## src/lzwd_pkg.sv

```systemverilog
`timescale 1ns / 1ps
// Shared constants, types and hash functions of the LZW encoder dictionary.
package lzwd_pkg;

   localparam int MAX_CODE_BITS = 12;
   localparam int TABLE_ENTRIES = 6151;
   localparam int CHAR_BITS     = 8;
   localparam int ROOT_W        = 9;
   localparam int BITS_W        = 4;
   localparam int CODE_W        = MAX_CODE_BITS;
   localparam int SIZE_W        = MAX_CODE_BITS + 1;
   localparam int SLOT_W        = $clog2(TABLE_ENTRIES);
   localparam int KEY_W         = ROOT_W + 1;
   localparam int HASH_W        = KEY_W + MAX_CODE_BITS - CHAR_BITS;
   localparam int MAX_ENTRIES   = 1 << MAX_CODE_BITS;

   typedef enum logic [1:0] {
      CMD_FIND = 2'd0,
      CMD_ADD  = 2'd1,
      CMD_INIT = 2'd2,
      CMD_NOP  = 2'd3
   } cmd_type;

   typedef struct packed {
      logic                 valid;
      logic [CODE_W-1:0]    code;
      logic [CODE_W-1:0]    base;
      logic [CHAR_BITS-1:0] chr;
   } entry_type;

   localparam int ENTRY_W = $bits(entry_type);

   typedef struct packed {
      cmd_type              cmd;
      logic [CODE_W-1:0]    prefix_code;
      logic [CHAR_BITS-1:0] char_value;
      logic [SLOT_W-1:0]    slot_in;
   } req_type;

   typedef struct packed {
      logic              found;
      logic [SLOT_W-1:0] slot_out;
      logic [CODE_W-1:0] code_out;
      logic [SIZE_W-1:0] dict_size;
      logic [BITS_W-1:0] code_bits;
      logic [BITS_W-1:0] starting_bits;
      logic              error;
   } rsp_type;

   typedef struct packed {
      logic              en;
      logic [SLOT_W-1:0] addr;
      entry_type         data;
   } ram_wr_type;

   // The key never reaches twice the table size, so one conditional subtract reduces it.
   function automatic logic [SLOT_W-1:0] hash_slot(input logic [KEY_W-1:0] chr,
                                                   input logic [CODE_W-1:0] code);
      logic [HASH_W-1:0] v;
      v = (HASH_W'(chr) << (MAX_CODE_BITS - CHAR_BITS)) ^ HASH_W'(code);
      if (v >= HASH_W'(TABLE_ENTRIES)) begin
         v = v - HASH_W'(TABLE_ENTRIES);
      end
      return v[SLOT_W-1:0];
   endfunction

   function automatic logic [SLOT_W-1:0] first_step(input logic [SLOT_W-1:0] idx);
      logic [SLOT_W-1:0] s;
      if (idx == '0) begin
         s = SLOT_W'(1);
      end else begin
         s = SLOT_W'(TABLE_ENTRIES) - idx;
      end
      return s;
   endfunction

   function automatic logic [SLOT_W-1:0] next_slot(input logic [SLOT_W-1:0] idx,
                                                   input logic [SLOT_W-1:0] step);
      logic [SLOT_W:0] v;
      if (idx >= step) begin
         v = {1'b0, idx} - {1'b0, step};
      end else begin
         v = {1'b0, idx} + (SLOT_W + 1)'(TABLE_ENTRIES) - {1'b0, step};
      end
      return v[SLOT_W-1:0];
   endfunction

endpackage

```

## src/lzwd_engine.sv

```systemverilog
`timescale 1ns / 1ps
// Command sequencer: probes, inserts into and clears the slot table.
module lzwd_engine (
   input  logic                           clock,
   input  logic                           reset,
   input  logic [lzwd_pkg::ROOT_W-1:0]    root_codes,
   input  logic                           req_valid,
   output logic                           req_ready,
   input  lzwd_pkg::req_type              req,
   output logic                           res_valid,
   input  logic                           res_ready,
   output lzwd_pkg::rsp_type              res,
   output lzwd_pkg::ram_wr_type           ram_wr,
   output logic [lzwd_pkg::SLOT_W-1:0]    ram_rd_addr,
   input  lzwd_pkg::entry_type            ram_rd_data
);

   typedef enum logic [2:0] {
      ST_CLEAR,
      ST_IDLE,
      ST_READ,
      ST_CHECK,
      ST_DONE
   } state_type;

   state_type                        state_ff;
   lzwd_pkg::cmd_type                cmd_ff;
   logic [lzwd_pkg::SLOT_W-1:0]      addr_ff;
   logic [lzwd_pkg::SLOT_W-1:0]      step_ff;
   logic [lzwd_pkg::SLOT_W-1:0]      probes_ff;
   logic [lzwd_pkg::SLOT_W-1:0]      slot_ff;
   logic                             err_ff;
   logic [lzwd_pkg::CODE_W-1:0]      key_code_ff;
   logic [lzwd_pkg::KEY_W-1:0]       key_chr_ff;
   logic [lzwd_pkg::SIZE_W-1:0]      count_ff;
   logic [lzwd_pkg::BITS_W-1:0]      width_ff;
   logic [lzwd_pkg::BITS_W-1:0]      width_init_ff;

   logic                             empty;
   logic                             hit;
   logic                             last_probe;
   logic                             stop;
   logic                             can_insert;
   logic                             grow;
   logic [lzwd_pkg::BITS_W-1:0]      width_next;
   logic [lzwd_pkg::SLOT_W-1:0]      probe_next;
   logic [lzwd_pkg::SLOT_W-1:0]      find_hash;
   logic [lzwd_pkg::KEY_W-1:0]       key_next;
   logic [lzwd_pkg::KEY_W-1:0]       init_total;
   logic [lzwd_pkg::SLOT_W-1:0]      init_hash;
   logic                             init_insert;
   logic                             init_last;
   logic [31:0]                      count_wide;

   always_comb begin
      empty      = !ram_rd_data.valid;
      hit        = ram_rd_data.valid && (ram_rd_data.base != ram_rd_data.code) &&
                   (ram_rd_data.base == key_code_ff) &&
                   (lzwd_pkg::KEY_W'(ram_rd_data.chr) == key_chr_ff);
      last_probe = probes_ff == lzwd_pkg::SLOT_W'(lzwd_pkg::TABLE_ENTRIES - 1);
      stop       = empty || hit || last_probe;
      can_insert = count_ff < lzwd_pkg::SIZE_W'(lzwd_pkg::MAX_ENTRIES);
      count_wide = 32'(count_ff);
      grow       = count_wide == (32'd1 << width_ff);
      width_next = grow ? width_ff + lzwd_pkg::BITS_W'(1) : width_ff;
      probe_next = lzwd_pkg::next_slot(addr_ff, step_ff);
      find_hash  = lzwd_pkg::hash_slot(lzwd_pkg::KEY_W'(req.char_value), req.prefix_code);
      key_next   = (state_ff == ST_CLEAR) ? '0 : key_chr_ff + lzwd_pkg::KEY_W'(1);
      init_total = lzwd_pkg::KEY_W'(root_codes) + lzwd_pkg::KEY_W'(2);
      init_hash  = lzwd_pkg::hash_slot(key_next, lzwd_pkg::CODE_W'(key_next));
      init_insert = empty && can_insert;
      init_last  = key_next == init_total;
   end

   assign req_ready   = state_ff == ST_IDLE;
   assign ram_rd_addr = addr_ff;

   always_comb begin
      ram_wr.en   = 1'b0;
      ram_wr.addr = addr_ff;
      ram_wr.data = '0;
      if (state_ff == ST_CLEAR) begin
         ram_wr.en = 1'b1;
      end else if (state_ff == ST_CHECK) begin
         ram_wr.data.valid = 1'b1;
         ram_wr.data.code  = count_ff[lzwd_pkg::CODE_W-1:0];
         ram_wr.data.base  = key_code_ff;
         ram_wr.data.chr   = key_chr_ff[lzwd_pkg::CHAR_BITS-1:0];
         if (cmd_ff == lzwd_pkg::CMD_ADD) begin
            ram_wr.en = empty && res_ready;
         end else if (cmd_ff == lzwd_pkg::CMD_INIT) begin
            ram_wr.en = init_insert;
         end
      end
   end

   always_comb begin
      res               = '0;
      res.dict_size     = count_ff;
      res.code_bits     = width_ff;
      res.starting_bits = width_init_ff;
      res_valid         = 1'b0;
      if (state_ff == ST_DONE) begin
         res_valid    = 1'b1;
         res.slot_out = slot_ff;
         res.error    = err_ff;
      end else if (state_ff == ST_CHECK && cmd_ff == lzwd_pkg::CMD_FIND) begin
         res_valid    = stop;
         res.found    = hit;
         res.slot_out = (empty || hit) ? addr_ff : '0;
         res.code_out = hit ? ram_rd_data.code : '0;
         res.error    = !empty && !hit;
      end else if (state_ff == ST_CHECK && cmd_ff == lzwd_pkg::CMD_ADD) begin
         res_valid    = 1'b1;
         res.slot_out = addr_ff;
         if (empty) begin
            res.code_out  = count_ff[lzwd_pkg::CODE_W-1:0];
            res.dict_size = count_ff + lzwd_pkg::SIZE_W'(1);
            res.code_bits = width_next;
         end else begin
            res.error = 1'b1;
         end
      end
   end

   always_ff @(posedge clock) begin
      if (reset) begin
         state_ff      <= ST_CLEAR;
         cmd_ff        <= lzwd_pkg::CMD_NOP;
         addr_ff       <= '0;
         step_ff       <= '0;
         probes_ff     <= '0;
         slot_ff       <= '0;
         err_ff        <= 1'b0;
         key_code_ff   <= '0;
         key_chr_ff    <= '0;
         count_ff      <= '0;
         width_ff      <= '0;
         width_init_ff <= '0;
      end else begin
         unique case (state_ff)
            ST_CLEAR: begin
               if (addr_ff == lzwd_pkg::SLOT_W'(lzwd_pkg::TABLE_ENTRIES - 1)) begin
                  if (cmd_ff == lzwd_pkg::CMD_INIT) begin
                     key_chr_ff  <= key_next;
                     key_code_ff <= lzwd_pkg::CODE_W'(key_next);
                     addr_ff     <= init_hash;
                     step_ff     <= lzwd_pkg::first_step(init_hash);
                     probes_ff   <= '0;
                     state_ff    <= ST_READ;
                  end else begin
                     state_ff <= ST_IDLE;
                  end
               end else begin
                  addr_ff <= addr_ff + lzwd_pkg::SLOT_W'(1);
               end
            end
            ST_IDLE: begin
               if (req_valid) begin
                  cmd_ff <= req.cmd;
                  unique case (req.cmd)
                     lzwd_pkg::CMD_FIND: begin
                        key_code_ff <= req.prefix_code;
                        key_chr_ff  <= lzwd_pkg::KEY_W'(req.char_value);
                        addr_ff     <= find_hash;
                        step_ff     <= lzwd_pkg::first_step(find_hash);
                        probes_ff   <= '0;
                        state_ff    <= ST_READ;
                     end
                     lzwd_pkg::CMD_ADD: begin
                        key_code_ff <= req.prefix_code;
                        key_chr_ff  <= lzwd_pkg::KEY_W'(req.char_value);
                        addr_ff     <= req.slot_in;
                        slot_ff     <= req.slot_in;
                        if (!can_insert ||
                            req.slot_in >= lzwd_pkg::SLOT_W'(lzwd_pkg::TABLE_ENTRIES)) begin
                           err_ff   <= 1'b1;
                           state_ff <= ST_DONE;
                        end else begin
                           state_ff <= ST_READ;
                        end
                     end
                     lzwd_pkg::CMD_INIT: begin
                        count_ff <= '0;
                        width_ff <= '0;
                        addr_ff  <= '0;
                        slot_ff  <= '0;
                        err_ff   <= 1'b0;
                        state_ff <= ST_CLEAR;
                     end
                     lzwd_pkg::CMD_NOP: begin
                        slot_ff  <= '0;
                        err_ff   <= 1'b0;
                        state_ff <= ST_DONE;
                     end
                  endcase
               end
            end
            ST_READ: begin
               state_ff <= ST_CHECK;
            end
            ST_CHECK: begin
               unique case (cmd_ff)
                  lzwd_pkg::CMD_FIND: begin
                     if (stop) begin
                        if (res_ready) begin
                           state_ff <= ST_IDLE;
                        end
                     end else begin
                        addr_ff   <= probe_next;
                        probes_ff <= probes_ff + lzwd_pkg::SLOT_W'(1);
                        state_ff  <= ST_READ;
                     end
                  end
                  lzwd_pkg::CMD_ADD: begin
                     if (res_ready) begin
                        if (empty) begin
                           count_ff <= count_ff + lzwd_pkg::SIZE_W'(1);
                           width_ff <= width_next;
                        end
                        state_ff <= ST_IDLE;
                     end
                  end
                  lzwd_pkg::CMD_INIT: begin
                     if (stop) begin
                        if (init_insert) begin
                           count_ff <= count_ff + lzwd_pkg::SIZE_W'(1);
                           width_ff <= width_next;
                        end
                        if (init_last) begin
                           width_init_ff <= init_insert ? width_next : width_ff;
                           state_ff      <= ST_DONE;
                        end else begin
                           key_chr_ff  <= key_next;
                           key_code_ff <= lzwd_pkg::CODE_W'(key_next);
                           addr_ff     <= init_hash;
                           step_ff     <= lzwd_pkg::first_step(init_hash);
                           probes_ff   <= '0;
                           state_ff    <= ST_READ;
                        end
                     end else begin
                        addr_ff   <= probe_next;
                        probes_ff <= probes_ff + lzwd_pkg::SLOT_W'(1);
                        state_ff  <= ST_READ;
                     end
                  end
                  lzwd_pkg::CMD_NOP: begin
                     state_ff <= ST_IDLE;
                  end
               endcase
            end
            ST_DONE: begin
               if (res_ready) begin
                  state_ff <= ST_IDLE;
               end
            end
            default: begin
               state_ff <= ST_IDLE;
            end
         endcase
      end
   end

endmodule

```

## config.mk

```make
export PLATFORM = sky130hd
export DESIGN_NAME = lzwd_engine
export DESIGN_NICKNAME = d
export VERILOG_FILES = /design/src/lzwd_pkg.sv /design/src/lzwd_engine.sv
export SDC_FILE = /design/constraint.sdc
export NUM_CORES = 1
export LEC_CHECK = 0
export BUFFER_PORTS_ARGS = -buffer_cell sky130_fd_sc_hd__buf_4
export CORE_MARGIN = 3
export CORE_UTILIZATION = 35
export CTS_CLUSTER_DIAMETER = 40
export DETAILED_ROUTE_END_ITERATION = 7
export GPL_TIMING_DRIVEN = 0
export PLACE_DENSITY = 0.53
export SLEW_MARGIN = 30
export SYNTH_ARGS = -nofsm -noshare
export SYNTH_HDL_FRONTEND = slang
export SYNTH_SLANG_ARGS = --single-unit
export TNS_END_PERCENT = 100
```

## constraint.sdc

```tcl
create_clock -name clock -period 4.7 [get_ports clock]
set_clock_uncertainty 0.15 [all_clocks]
set_input_delay 0.235 -clock clock [delete_from_list [all_inputs] [get_ports clock]]
set_output_delay 0.235 -clock clock [all_outputs]
set_load 0.005 [all_outputs]
```

==> results.json <==
{
  "tightest_slew_ns": 0.911,
  "cp.required_ns": 4.81,
  "crit_type": "flop to flop",
  "ant_nets": 0,
  "synth_cells": 1371,
  "arrival_ns": 4.59,
  "top_usage_layer": "met2",
  "clk_pin_slew_ns": 0.09,
  "use_met2": 0.396,
  "rrSetupSlack_ns": 0.22,
  "yosysTopAreaCellShare": 0.204,
  "vias": 11034,
  "timing.rr.start": "key_chr_ff[0]",
  "dpl_cell_area_mm2": 0.0118,
  "cts.sinks": 101,
  "cts_tree": "built",
  "die_w_um": 174,
  "track_usage": 0.261,
  "area_growth_pct": 22.3,
  "initial_core_util": 0.362,
  "drc": 0,
  "outcome": "completed",
  "overflow": 0,
  "drv_slew": 0,
  "drt_iter0_markers": 1082,
  "first_global_vias": 10354,
  "period_share": 0.953,
  "ios": 191,
  "use_met1": 0.388,
  "use_met3": 0.0398,
  "antenna_found_initial": 0,
  "reg2regPathDepth": 11,
  "endpoint": "ram_rd_addr[9]",
  "design_area_mm2": 0.0121,
  "grt_first_pass_wirelength_um": 62600,
  "r2r_end": "ram_rd_addr[9]",
  "fin_nets": 1712,
  "startpoint_type": "flop",
  "seq_area_frac_synth": 0.204,
  "yosys.area.top_type": "dfxtp_1",
  "drive_gt1_frac": 0.164,
  "die_area_mm2": 0.0304,
  "synth_seq_cells": 101,
  "worst-path-max-fanout": 10,
  "yosysMostFrequentCell": "nor2_1",
  "finalHoldViolCount": 0,
  "slew_headroom": 0.386,
  "crit_path_end_kind": "flop",
  "viasPerCell": 5.66,
  "wl_um": 41000,
  "first_pass_iters": 5,
  "grt_max_degree": 19,
  "gp_congestion": 0.970,
  "cap_violations": 0,
  "synth_top_cells_by_count": "nor2_1 (139), nand2_1 (112), a21oi_1 (102), dfxtp_1 (101), xnor2_1 (92)",
  "cts-buffers-inserted": 9,
  "utilization": 0.442,
  "ctsHoldBuffers": 0,
  "yosys-top-cells-area": "dfxtp_1 (20%), xnor2_1 (8.1%), ha_1 (6.1%)",
  "synth_edf_count": 0,
  "cts_setup_buffers": 0,
  "yosys_warnings": 0,
  "min_path_type": "input pin to flop",
  "clk_latency_ns": 0.37,
  "dp_hpwl_um": 32600,
  "tns_ns": 0,
  "setup_viol": 0,
  "synth_cell_types": 79,
  "coreArea_mm2": 0.0274,
  "io_buffers": 189,
  "clock.fmax_ghz": 0.223,
  "finalCriticalPeriod_ns": 4.48,
  "cts_root_buffer": "clkbuf_16",
  "syn_area_mm2": 0.00991,
  "rsz0062_at_grt": "false",
  "synth_flop_cell": "dfxtp_1",
  "leakage_nw": 4.92,
  "finalWorstSetupSlack_ns": 0.221,
  "peakVddDrop_v": 0.000169,
  "syn_nets": 1511,
  "diodes": 0,
  "routedWlPerCell_um": 21.0,
  "synth_area_per_cell_um2": 7.23,
  "critPathLaunch": "key_chr_ff[0]",
  "pre_cts_slack_ns": -0.114,
  "cts_max_path_buffers": 2,
  "power_density_mw_per_mm2": 162,
  "rows": 60,
  "htree_num_levels": 3,
  "synthArstFlopShare": 0,
  "die_h_um": 174
}
## layer usage
metal / vias up / part of all wire
li1: 5245 / -
met1: 5220 / 0.47
met2: 506 / 0.43
met3: 63 / 0.081
met4: 0 / 0.022
met5: - / 0
## worst max-delay path, cell delays in order (launching register included)
cell and delay (ns):
dfxtp_1 0.35, ha_1 0.15, clkbuf_1 0.30, nand3_1 0.26, nor3_1 0.26, mux2i_1 0.48
xnor2_1 0.17, o2111ai_1 0.36, a2111oi_4 0.88, a211oi_1 0.29, clkbuf_1 0.35, o221a_2 0.37
## logic make-up after synthesis
group	after synthesis	share of synthesized area
AOI/OAI and AO/OA	342	0.220
and+or+nand+nor	530	0.267
muxes	26	0.0270
xor gates and xnor gates	139	0.126
buffers and inverters	174	0.0733
DFF	101	0.204
adders and majority gates	59	0.0829
## registers in the layout (all words and copies together), names as in the netlist
name and count:
cmd_ff 2, probes_ff 13, state_ff 3, key_code_ff 12
ram_rd_addr 13, width_init_ff 4, err_ff 1, width_ff 4
slot_ff 13, step_ff 13, count_ff 13, key_chr_ff 10
## placed cells by master, fill, tap and decap left out, types with 65 or more instances in the layout
cell      Yosys  final
a21oi_1     102    102
buf_4        14    203
clkbuf_1     70     68
dfxtp_1     101    101
inv_1        73     73
nand2_1     112    112
nand3_1      65     65
nor2_1      139    139
o21ai_0      79     79
xnor2_1      92     90
## worst min path at each step
stage                     start     endpoint  cells past startpoint
floorplan                req[0]   slot_ff[0]                      2
global placement    slot_ff[11]  slot_ff[11]                      2
detailed placement  slot_ff[11]  slot_ff[11]                      2
CTS                      req[3]   slot_ff[3]                      3
global route             req[3]   slot_ff[3]                      3
finish                   req[3]   slot_ff[3]                      3
## stage by stage
| stage | hold slack, ns | power [mW] | std cells |
|---|---|---|---|
| after floorplan | 0.237 | 1.05 | 1371 |
| after global placement | 0.288 | 1.20 | 1932 |
| after detailed placement | 0.296 | 1.20 | 1933 |
| after CTS | 0.00418 | 1.95 | 1948 |
| after global routing | 0.0201 | 2.01 | 1948 |
| final | 0.00929 | 1.96 | 1948 |
## layout make-up
| cell class | count | area [um2] |
|---|---|---|
| well taps | 372 | 465 |
| clock buffers | 9 | 225 |
| multi-input cells | 1096 | 7200 |
| plain buffers | 100 | 450 |
| inverters | 74 | 278 |
| flip-flops and latches | 101 | 2020 |
| repair buffers | 190 | 1420 |
| fillers | 2913 | 15300 |
| clock inverters | 6 | 53.8 |
## repair_timing
item / 4_1_cts / 5_1_grt
gates resized for setup: 1 / 8
endpoints found under the setup margin: 9 / 17
pin swaps: 0 / 0
## power breakdown
| part | internal, mW | switching [mW] | total, mW |
|---|---|---|---|
| logic | 0.134 | 0.186 | 0.320 |
| registers | 0.857 | 0.0101 | 0.867 |
| clock network | 0.369 | 0.408 | 0.777 |
| total | 1.36 | 0.604 | 1.96 |
(Power assumes the default switching activity.)
